**src/rtl/swxfs_pkg.sv**
```systemverilog
// ----------------------------------------------------------------------------
// swxfs_pkg
// Shared constants, types and helpers for the sliding-window frame sync.
// ----------------------------------------------------------------------------
`timescale 1ns / 1ps
`default_nettype none

package swxfs_pkg;

    localparam int FRAME_LENGTH = 32;
    localparam int PTR_W        = $clog2(FRAME_LENGTH);
    localparam int BYTE_W       = 8;
    localparam int IDX_W        = 6;
    localparam int TDATA_W      = 16;

    localparam logic [BYTE_W-1:0] HEADER_RESET = 8'h55;

    typedef logic [PTR_W-1:0] ptr_t;

    typedef enum logic [2:0] {
        ST_IDLE,
        ST_UPDATE,
        ST_CHECK,
        ST_EMIT_RD,
        ST_EMIT_WR
    } state_t;

    typedef enum logic [1:0] {
        SEL_WPTR,
        SEL_NEXT,
        SEL_POS
    } addr_sel_t;

    typedef struct packed {
        logic      capture;
        logic      update;
        addr_sel_t addr_sel;
        logic      clr_k;
        logic      inc_k;
        logic      load_out;
    } cmd_t;

    typedef struct packed {
        logic match;
        logic k_last;
        logic out_free;
    } status_t;

    // ring position a + b, both below FRAME_LENGTH
    function automatic ptr_t wrap_add(input ptr_t a, input ptr_t b);
        logic [PTR_W:0] sum;
        sum = {1'b0, a} + {1'b0, b};
        if (sum >= (PTR_W+1)'(FRAME_LENGTH)) begin
            sum = sum - (PTR_W+1)'(FRAME_LENGTH);
        end
        return sum[PTR_W-1:0];
    endfunction

endpackage

`default_nettype wire

```
**src/rtl/sliding_window_xor_frame_sync_core.sv**
```systemverilog
// ----------------------------------------------------------------------------
// sliding_window_xor_frame_sync_core
// Frame sync over a ring window of received bytes with XOR checksum.
// ----------------------------------------------------------------------------
// Usage:
//   s_ channel: one received byte per word in s_tdata[7:0].
//   cfg channel: header byte in cfg_data[7:0]; always ready, write only
//   while idle.
//   m_ channel: one frame byte per word, tdata = {byte_index, frame_byte},
//   m_tlast on the final byte of the frame.
// Each byte is captured, folded into the window, then checked. On a hit the
// whole window (FRAME_LENGTH words, header first) is read from the window
// RAM one word at a time: each word is read, then loaded into the output
// register once it is free; the single RAM read port sets this pace.
// s_tready is high only between bytes. The next byte is taken while the
// final word still sits in the output register.
// Reset: header byte 0x55, window, pointer and checksum clear at once
// (per-entry valid bits), no clearing pass.
// A stalled receiver holds the read-out; no word is lost or repeated.
// ----------------------------------------------------------------------------
`timescale 1ns / 1ps
`default_nettype none

module sliding_window_xor_frame_sync_core (
    input  wire logic                          aclk,
    input  wire logic                          aresetn,
    input  wire logic                          s_tvalid,
    output logic                               s_tready,
    input  wire logic [swxfs_pkg::BYTE_W-1:0]  s_tdata,   // [7:0] rx_byte
    input  wire logic                          cfg_valid,
    output logic                               cfg_ready,
    input  wire logic [swxfs_pkg::BYTE_W-1:0]  cfg_data,  // [7:0] header_byte
    output logic                               m_tvalid,
    input  wire logic                          m_tready,
    output logic      [swxfs_pkg::TDATA_W-1:0] m_tdata,   // [7:0] frame_byte, [13:8] byte_index
    output logic                               m_tlast
);

    import swxfs_pkg::*;

    cmd_t    cmd;
    status_t status;

    assign cfg_ready = 1'b1;

    swxfs_ctrl u_ctrl (
        .aclk     (aclk),
        .aresetn  (aresetn),
        .s_tvalid (s_tvalid),
        .s_tready (s_tready),
        .status   (status),
        .cmd      (cmd)
    );

    swxfs_dp u_dp (
        .aclk      (aclk),
        .aresetn   (aresetn),
        .s_tdata   (s_tdata),
        .cfg_valid (cfg_valid),
        .cfg_data  (cfg_data),
        .cmd       (cmd),
        .status    (status),
        .m_tvalid  (m_tvalid),
        .m_tready  (m_tready),
        .m_tdata   (m_tdata),
        .m_tlast   (m_tlast)
    );

endmodule

`default_nettype wire

```
**src/rtl/swxfs_ram.sv**
```systemverilog
// ----------------------------------------------------------------------------
// swxfs_ram
// Generic single-write, single-read RAM with registered read data.
// ----------------------------------------------------------------------------
`timescale 1ns / 1ps
`default_nettype none

module swxfs_ram #(
    parameter int WIDTH = 8,
    parameter int DEPTH = 32
) (
    input  wire logic                     aclk,
    input  wire logic                     we,
    input  wire logic [$clog2(DEPTH)-1:0] waddr,
    input  wire logic [WIDTH-1:0]         wdata,
    input  wire logic [$clog2(DEPTH)-1:0] raddr,
    output logic      [WIDTH-1:0]         rdata
);

    logic [WIDTH-1:0] mem [DEPTH];

    always_ff @(posedge aclk) begin
        if (we) begin
            mem[waddr] <= wdata;
        end
        rdata <= mem[raddr];
    end

endmodule

`default_nettype wire

```
**src/rtl/swxfs_dp.sv**
```systemverilog
// ----------------------------------------------------------------------------
// swxfs_dp
// Datapath: window RAM, write pointer, running XOR, header register and
// the result output register.
// ----------------------------------------------------------------------------
`timescale 1ns / 1ps
`default_nettype none

module swxfs_dp (
    input  wire logic                           aclk,
    input  wire logic                           aresetn,
    input  wire logic [swxfs_pkg::BYTE_W-1:0]   s_tdata,
    input  wire logic                           cfg_valid,
    input  wire logic [swxfs_pkg::BYTE_W-1:0]   cfg_data,
    input  wire swxfs_pkg::cmd_t                cmd,
    output swxfs_pkg::status_t                  status,
    output logic                                m_tvalid,
    input  wire logic                           m_tready,
    output logic      [swxfs_pkg::TDATA_W-1:0]  m_tdata,
    output logic                                m_tlast
);

    import swxfs_pkg::*;

    logic [BYTE_W-1:0]       header_reg, header_next;
    logic [BYTE_W-1:0]       rx_reg, rx_next;
    ptr_t                    wptr_reg, wptr_next;
    logic [BYTE_W-1:0]       xor_reg, xor_next;
    ptr_t                    k_reg, k_next;
    logic [FRAME_LENGTH-1:0] valid_reg, valid_next;
    logic                    rd_valid_reg, rd_valid_next;
    logic                    out_valid_reg, out_valid_next;
    logic [BYTE_W-1:0]       out_byte_reg, out_byte_next;
    logic [IDX_W-1:0]        out_idx_reg, out_idx_next;
    logic                    out_last_reg, out_last_next;

    ptr_t              raddr;
    ptr_t              wptr_inc;
    ptr_t              pos;
    logic [BYTE_W-1:0] ram_rdata;
    logic [BYTE_W-1:0] rd_byte;

    swxfs_ram #(
        .WIDTH (BYTE_W),
        .DEPTH (FRAME_LENGTH)
    ) u_window (
        .aclk  (aclk),
        .we    (cmd.update),
        .waddr (wptr_reg),
        .wdata (rx_reg),
        .raddr (raddr),
        .rdata (ram_rdata)
    );

    // entries never written read as zero
    assign rd_byte  = rd_valid_reg ? ram_rdata : '0;
    assign wptr_inc = wrap_add(wptr_reg, PTR_W'(1));
    assign pos      = wrap_add(wptr_reg, k_reg);

    always_comb begin
        unique case (cmd.addr_sel)
            SEL_WPTR: raddr = wptr_reg;
            SEL_NEXT: raddr = wptr_inc;
            SEL_POS:  raddr = pos;
            default:  raddr = wptr_reg;
        endcase
    end

    always_comb begin
        header_next    = cfg_valid ? cfg_data : header_reg;
        rx_next        = cmd.capture ? s_tdata : rx_reg;
        wptr_next      = cmd.update ? wptr_inc : wptr_reg;
        xor_next       = cmd.update ? (xor_reg ^ rd_byte ^ rx_reg) : xor_reg;
        valid_next     = valid_reg;
        if (cmd.update) begin
            valid_next[wptr_reg] = 1'b1;
        end
        rd_valid_next  = valid_reg[raddr];
        k_next         = k_reg;
        if (cmd.clr_k) begin
            k_next = '0;
        end else if (cmd.inc_k) begin
            k_next = k_reg + PTR_W'(1);
        end
        out_valid_next = out_valid_reg;
        if (cmd.load_out) begin
            out_valid_next = 1'b1;
        end else if (m_tready) begin
            out_valid_next = 1'b0;
        end
        out_byte_next  = cmd.load_out ? rd_byte : out_byte_reg;
        out_idx_next   = cmd.load_out ? IDX_W'(k_reg) : out_idx_reg;
        out_last_next  = cmd.load_out ? status.k_last : out_last_reg;
    end

    always_ff @(posedge aclk) begin
        if (!aresetn) begin
            header_reg    <= HEADER_RESET;
            wptr_reg      <= '0;
            xor_reg       <= '0;
            k_reg         <= '0;
            valid_reg     <= '0;
            rd_valid_reg  <= 1'b0;
            out_valid_reg <= 1'b0;
        end else begin
            header_reg    <= header_next;
            wptr_reg      <= wptr_next;
            xor_reg       <= xor_next;
            k_reg         <= k_next;
            valid_reg     <= valid_next;
            rd_valid_reg  <= rd_valid_next;
            out_valid_reg <= out_valid_next;
        end
    end

    always_ff @(posedge aclk) begin
        rx_reg       <= rx_next;
        out_byte_reg <= out_byte_next;
        out_idx_reg  <= out_idx_next;
        out_last_reg <= out_last_next;
    end

    assign status.match    = (rd_byte == header_reg) && (xor_reg == '0);
    assign status.k_last   = (k_reg == PTR_W'(FRAME_LENGTH - 1));
    assign status.out_free = !out_valid_reg || m_tready;

    assign m_tvalid = out_valid_reg;
    assign m_tdata  = TDATA_W'({out_idx_reg, out_byte_reg});
    assign m_tlast  = out_last_reg;

    a_wptr_range: assert property (@(posedge aclk) disable iff (!aresetn)
        {1'b0, wptr_reg} < (PTR_W+1)'(FRAME_LENGTH))
        else $error("write pointer out of range");

    a_no_overwrite: assert property (@(posedge aclk) disable iff (!aresetn)
        cmd.load_out |-> (!out_valid_reg || m_tready))
        else $error("pending word overwritten");

    a_last_index: assert property (@(posedge aclk) disable iff (!aresetn)
        (out_valid_reg && out_last_reg) |-> (out_idx_reg == IDX_W'(FRAME_LENGTH - 1)))
        else $error("last word at wrong index");

endmodule

`default_nettype wire

```
**src/rtl/swxfs_ctrl.sv**
```systemverilog
// ----------------------------------------------------------------------------
// swxfs_ctrl
// Controller: sequences window update, frame check and frame read-out.
// ----------------------------------------------------------------------------
`timescale 1ns / 1ps
`default_nettype none

module swxfs_ctrl (
    input  wire logic               aclk,
    input  wire logic               aresetn,
    input  wire logic               s_tvalid,
    output logic                    s_tready,
    input  wire swxfs_pkg::status_t status,
    output swxfs_pkg::cmd_t         cmd
);

    import swxfs_pkg::*;

    state_t state_reg, state_next;

    always_comb begin
        state_next = state_reg;
        unique case (state_reg)
            ST_IDLE:    if (s_tvalid) begin
                            state_next = ST_UPDATE;
                        end
            ST_UPDATE:  state_next = ST_CHECK;
            ST_CHECK:   state_next = status.match ? ST_EMIT_RD : ST_IDLE;
            ST_EMIT_RD: state_next = ST_EMIT_WR;
            ST_EMIT_WR: if (status.out_free) begin
                            state_next = status.k_last ? ST_IDLE : ST_EMIT_RD;
                        end
            default:    state_next = ST_IDLE;
        endcase
    end

    always_comb begin
        s_tready     = 1'b0;
        cmd          = '0;
        cmd.addr_sel = SEL_WPTR;
        unique case (state_reg)
            ST_IDLE: begin
                s_tready    = 1'b1;
                cmd.capture = s_tvalid;
            end
            ST_UPDATE: begin
                cmd.update   = 1'b1;
                cmd.addr_sel = SEL_NEXT;
            end
            ST_CHECK: begin
                cmd.clr_k = 1'b1;
            end
            ST_EMIT_RD: begin
                cmd.addr_sel = SEL_POS;
            end
            ST_EMIT_WR: begin
                cmd.addr_sel = SEL_POS;
                cmd.load_out = status.out_free;
                cmd.inc_k    = status.out_free;
            end
            default: ;
        endcase
    end

    always_ff @(posedge aclk) begin
        if (!aresetn) begin
            state_reg <= ST_IDLE;
        end else begin
            state_reg <= state_next;
        end
    end

endmodule

`default_nettype wire
```
**config.mk**
```make
export PLATFORM = sky130hd
export DESIGN_NAME = sliding_window_xor_frame_sync_core
export DESIGN_NICKNAME = d
export VERILOG_FILES = /design/src/rtl/swxfs_pkg.sv /design/src/rtl/sliding_window_xor_frame_sync_core.sv /design/src/rtl/swxfs_ram.sv /design/src/rtl/swxfs_dp.sv /design/src/rtl/swxfs_ctrl.sv
export SDC_FILE = /design/constraint.sdc
export NUM_CORES = 1
export LEC_CHECK = 0
export BUFFER_PORTS_ARGS = -buffer_cell sky130_fd_sc_hd__clkbuf_2
export CORE_ASPECT_RATIO = 1.75
export CORE_MARGIN = 1.5
export CORE_UTILIZATION = 25
export CTS_BUF_LIST = sky130_fd_sc_hd__clkbuf_4 sky130_fd_sc_hd__clkbuf_8
export DETAILED_ROUTE_END_ITERATION = 10
export GPL_TIMING_DRIVEN = 0
export PLACE_DENSITY = 0.5
export SYNTH_ARGS = -nofsm -noshare
export SYNTH_HDL_FRONTEND = slang
export SYNTH_SLANG_ARGS = --single-unit
```
**constraint.sdc**
```tcl
create_clock -name aclk -period 3.42 [get_ports aclk]
set_input_delay 0 -clock aclk [delete_from_list [all_inputs] [get_ports aclk]]
set_output_delay 0 -clock aclk [all_outputs]
set_load 0.02 [all_outputs]
```
==> results.md <==
- Residual DRC count: 0
- Dpl hpwl: between 30,000 and 40,000 um
- Final instance area: 0.01751 sq mm
- Slew Limit Fails: 0
- Pwr per Cell Area: 579.1 mW/mm^2
- EDFF count, synth: 278
- Critical Path Fanout Max: 10
- Worst-Margin Slew: roughly 1.3 ns
- Synth area leader: edfxtp_1
- Minimum clock period: 3.287 ns
- Synth top area cells: edfxtp_1 58%, dfxtp_1 9.8%, nand2_1 6.8%, mux2i_1 2.6%, and3_1 2.3%
- CTS tree: built
- Drt pass-1 iters: 5
- Hold_ws: 0.1336 ns
- Synth-to-layout area growth: 21.32%
- Synth top area share: 0.5783
- Crit end category: flop
- GRT Residual Overflow: 0
- Clock Latency Late Sink: 0.60 ns
- VDD IR max: 0.0002255 V
- CTS buffer count: 49
- Critical path data arrival time: 3.75 ns
- Clk buf depth: 3
- Simple-gate share of the synthesized area: 0.1518
- Status: completed
- Synthesized-area fraction occupied by adder cells: 0.01179
- Post-Place Cells: 1,959
- Critical path launch point type: flop
- Max incr delay on CP: between 0.4 and 0.5 ns
- DP Area: 0.01570 sq mm
- Root buf cell: clkbuf_8
- Max_slew headroom: 0.1378
- Mapped Area: around 0.014 sq mm
- Port bufs: 35
- Layout cells sized above 1: 0.1935
- Main synth FF type: edfxtp_1
- Setup TNS: 0 ns
- Fmax: around 300 MHz
- Hold Path Class: in2reg
- Synth Area in Compound Gates: 0.08416
- Syn. warnings: 0
- Die height: 320.9 um
- Crit path kind: reg2reg
- Number of flip-flops in the largest register: 256
- WL final: around 42,000 um
- Max Clock Skew: around 0.015 ns
- Initial antenna violation count: 1
- Largest family of logic cells by synthesized area: simple AND/OR/NAND/NOR gates
- First-pass GRT wire length: 62,510 um
- Leak: ~6 nW
- Final hold vios: 0
- Die area: 0.05925 sq mm
- # setup viols final: 0
- Crit-path cells: nor2_2 -> nand2_1 -> nand2_1 -> inv_1 -> ha_1 -> buf_2 -> and2b_1 -> a31o_2 -> buf_6 -> buf_2 -> buf_2 -> nand2_1 -> nand3_1 -> a31oi_2 -> o221ai_2
- Post-synthesis mux area share: 0.03337
- Sink Count: 349
- Vias in the first global route: about 9,600
- Xor and xnor area share after synthesis: 0.01638
- Gpl congestion: 0.9463
- Synthesized flop and latch total: between 300 and 400
- Largest net degree at the start of global routing: 34
- Async set-reset flop share out of synthesis: 0
- DIE WIDTH: 184.6 um
- Core Box Area: 0.05718 sq mm
- Commonest cells after routing, fill and taps aside: 278 x edfxtp_1, 261 x nand2_1, 70 x dfxtp_1
- Initial Utilization: 0.2524
- Post-Synthesis Cells: 1,150
- End-of-flow core utilization: 0.3063
- IO Pins: 41
- Mean Syn Cell Area: 12.55 sq um
- Initial detailed-routing violation count: roughly 560
- Nets: 1,307
- Non-Filler Instances: between 2,000 and 2,500
- Antenna-violating nets left: 0
- DR vias: 9,406
- Commonest non-fill, non-tap cell in the layout: edfxtp_1
- Slowest cell on crit path: a31oi_2
- Seq/Total Area, Yosys: 0.6768
- Max-cap viol count: 0
- Synth cell types: 57
- Tcrit/Tclk final: 0.9612
- Vias/cell: 4.518
- Routed len/inst: ~20 um
- CTS HTree Levels: 2
- Worst path required time: slightly below 4 ns
- Row Count: between 100 and 150
- Clk pin slew, worst setup/hold paths: 0.07 ns
- Total track usage: 0.1454
layout make-up:
type                       instances  area (sq um)
clock inverter                    17         107.6
sequential                       349          9771
timing repair buffer              71         639.4
fill                            5899         39670
tap                              767         959.7
multi-input combinational        727          4674
inverter                           9         33.78
buffer                            66         422.9
clock buffer                      74         899.6
antenna                            2         5.005
per-stage QoR:
step	setup slack [ns]	total power [W]
after global placement	-0.9674	0.006611
after floorplan	0.6186	0.005884
after detailed placement	-1.030	0.006641
after CTS	0.001098	0.01012
final	0.1328	0.01014
after global routing	-0.01811	0.01053
worst paths after layout:
| check | startpoint | endpoint | slack (ns) | depth (start not counted) |
|---|---|---|---|---|
| min reg2reg | u_dp.valid_reg[28] | u_dp.valid_reg[28] | 0.47 | 1 |
| max reg2reg | u_ctrl.state_reg[0] | u_dp.u_window.rdata[4] | 0.13 | 15 |
| min | s_tdata[7] | u_dp.rx_reg[7] | 0.13 | 2 |
| max | u_ctrl.state_reg[0] | u_dp.u_window.rdata[4] | 0.13 | 15 |
metal layers:
metal  GRT usage  share of wire
met1      0.1462           0.36
met2      0.2839           0.56
met3     0.01823          0.035
met4     0.07877          0.051
met5           0              0
cell families (layout without fill, tap and decap cells):
family / after synthesis / count (layout)
AND/OR/NAND/NOR: 484 / 484
flip-flops: 349 / 349
AO/OA/AOI/OAI: 152 / 152
buffers and inverters: 76 / 237
multiplexers: 47 / 47
XOR/XNOR: 27 / 27
adder cells (fa/ha/maj): 13 / 13
other: 2 / 6
where the power goes:
group          switching, W  internal (W)
logic               0.00124      0.000710
registers          0.000144       0.00470
clock network       0.00158       0.00176
total               0.00297       0.00717
worst max-delay path, delay by kind of cell (launching register included):
family	cells	cell delay, ns
DFF	1	0.36
buffers and inverters	5	0.81
and+or+nand+nor	6	0.78
adders and majority gates	1	0.27
AOI/OAI and AO/OA	3	0.90
synthesized netlist by cell type (5+ instances only):
master,count
a311oi_1,26
clkbuf_1,24
and2_1,12
o221ai_1,9
ha_1,12
o21a_1,36
buf_4,5
buf_1,5
dfxtp_1,71
nand3b_1,9
a31oi_1,18
a311oi_2,8
o31ai_1,8
nand3_1,47
a22oi_1,6
mux2_2,8
buf_2,30
nor2b_1,19
edfxtp_1,278
o32ai_1,8
xnor2_1,25
o21ai_0,12
a21oi_1,5
nand2_1,261
and3_1,54
nor2_1,61
inv_1,9
mux2i_1,38
what timing repair did:
action,CTS,global route
pin swaps,0,2
resized for setup,49,63
hold buffers,28,0
setup buffers,1,0
hold endpoints to repair,30,0
endpoints found under the setup margin,9,9
Power figures use the tool's default switching activity.
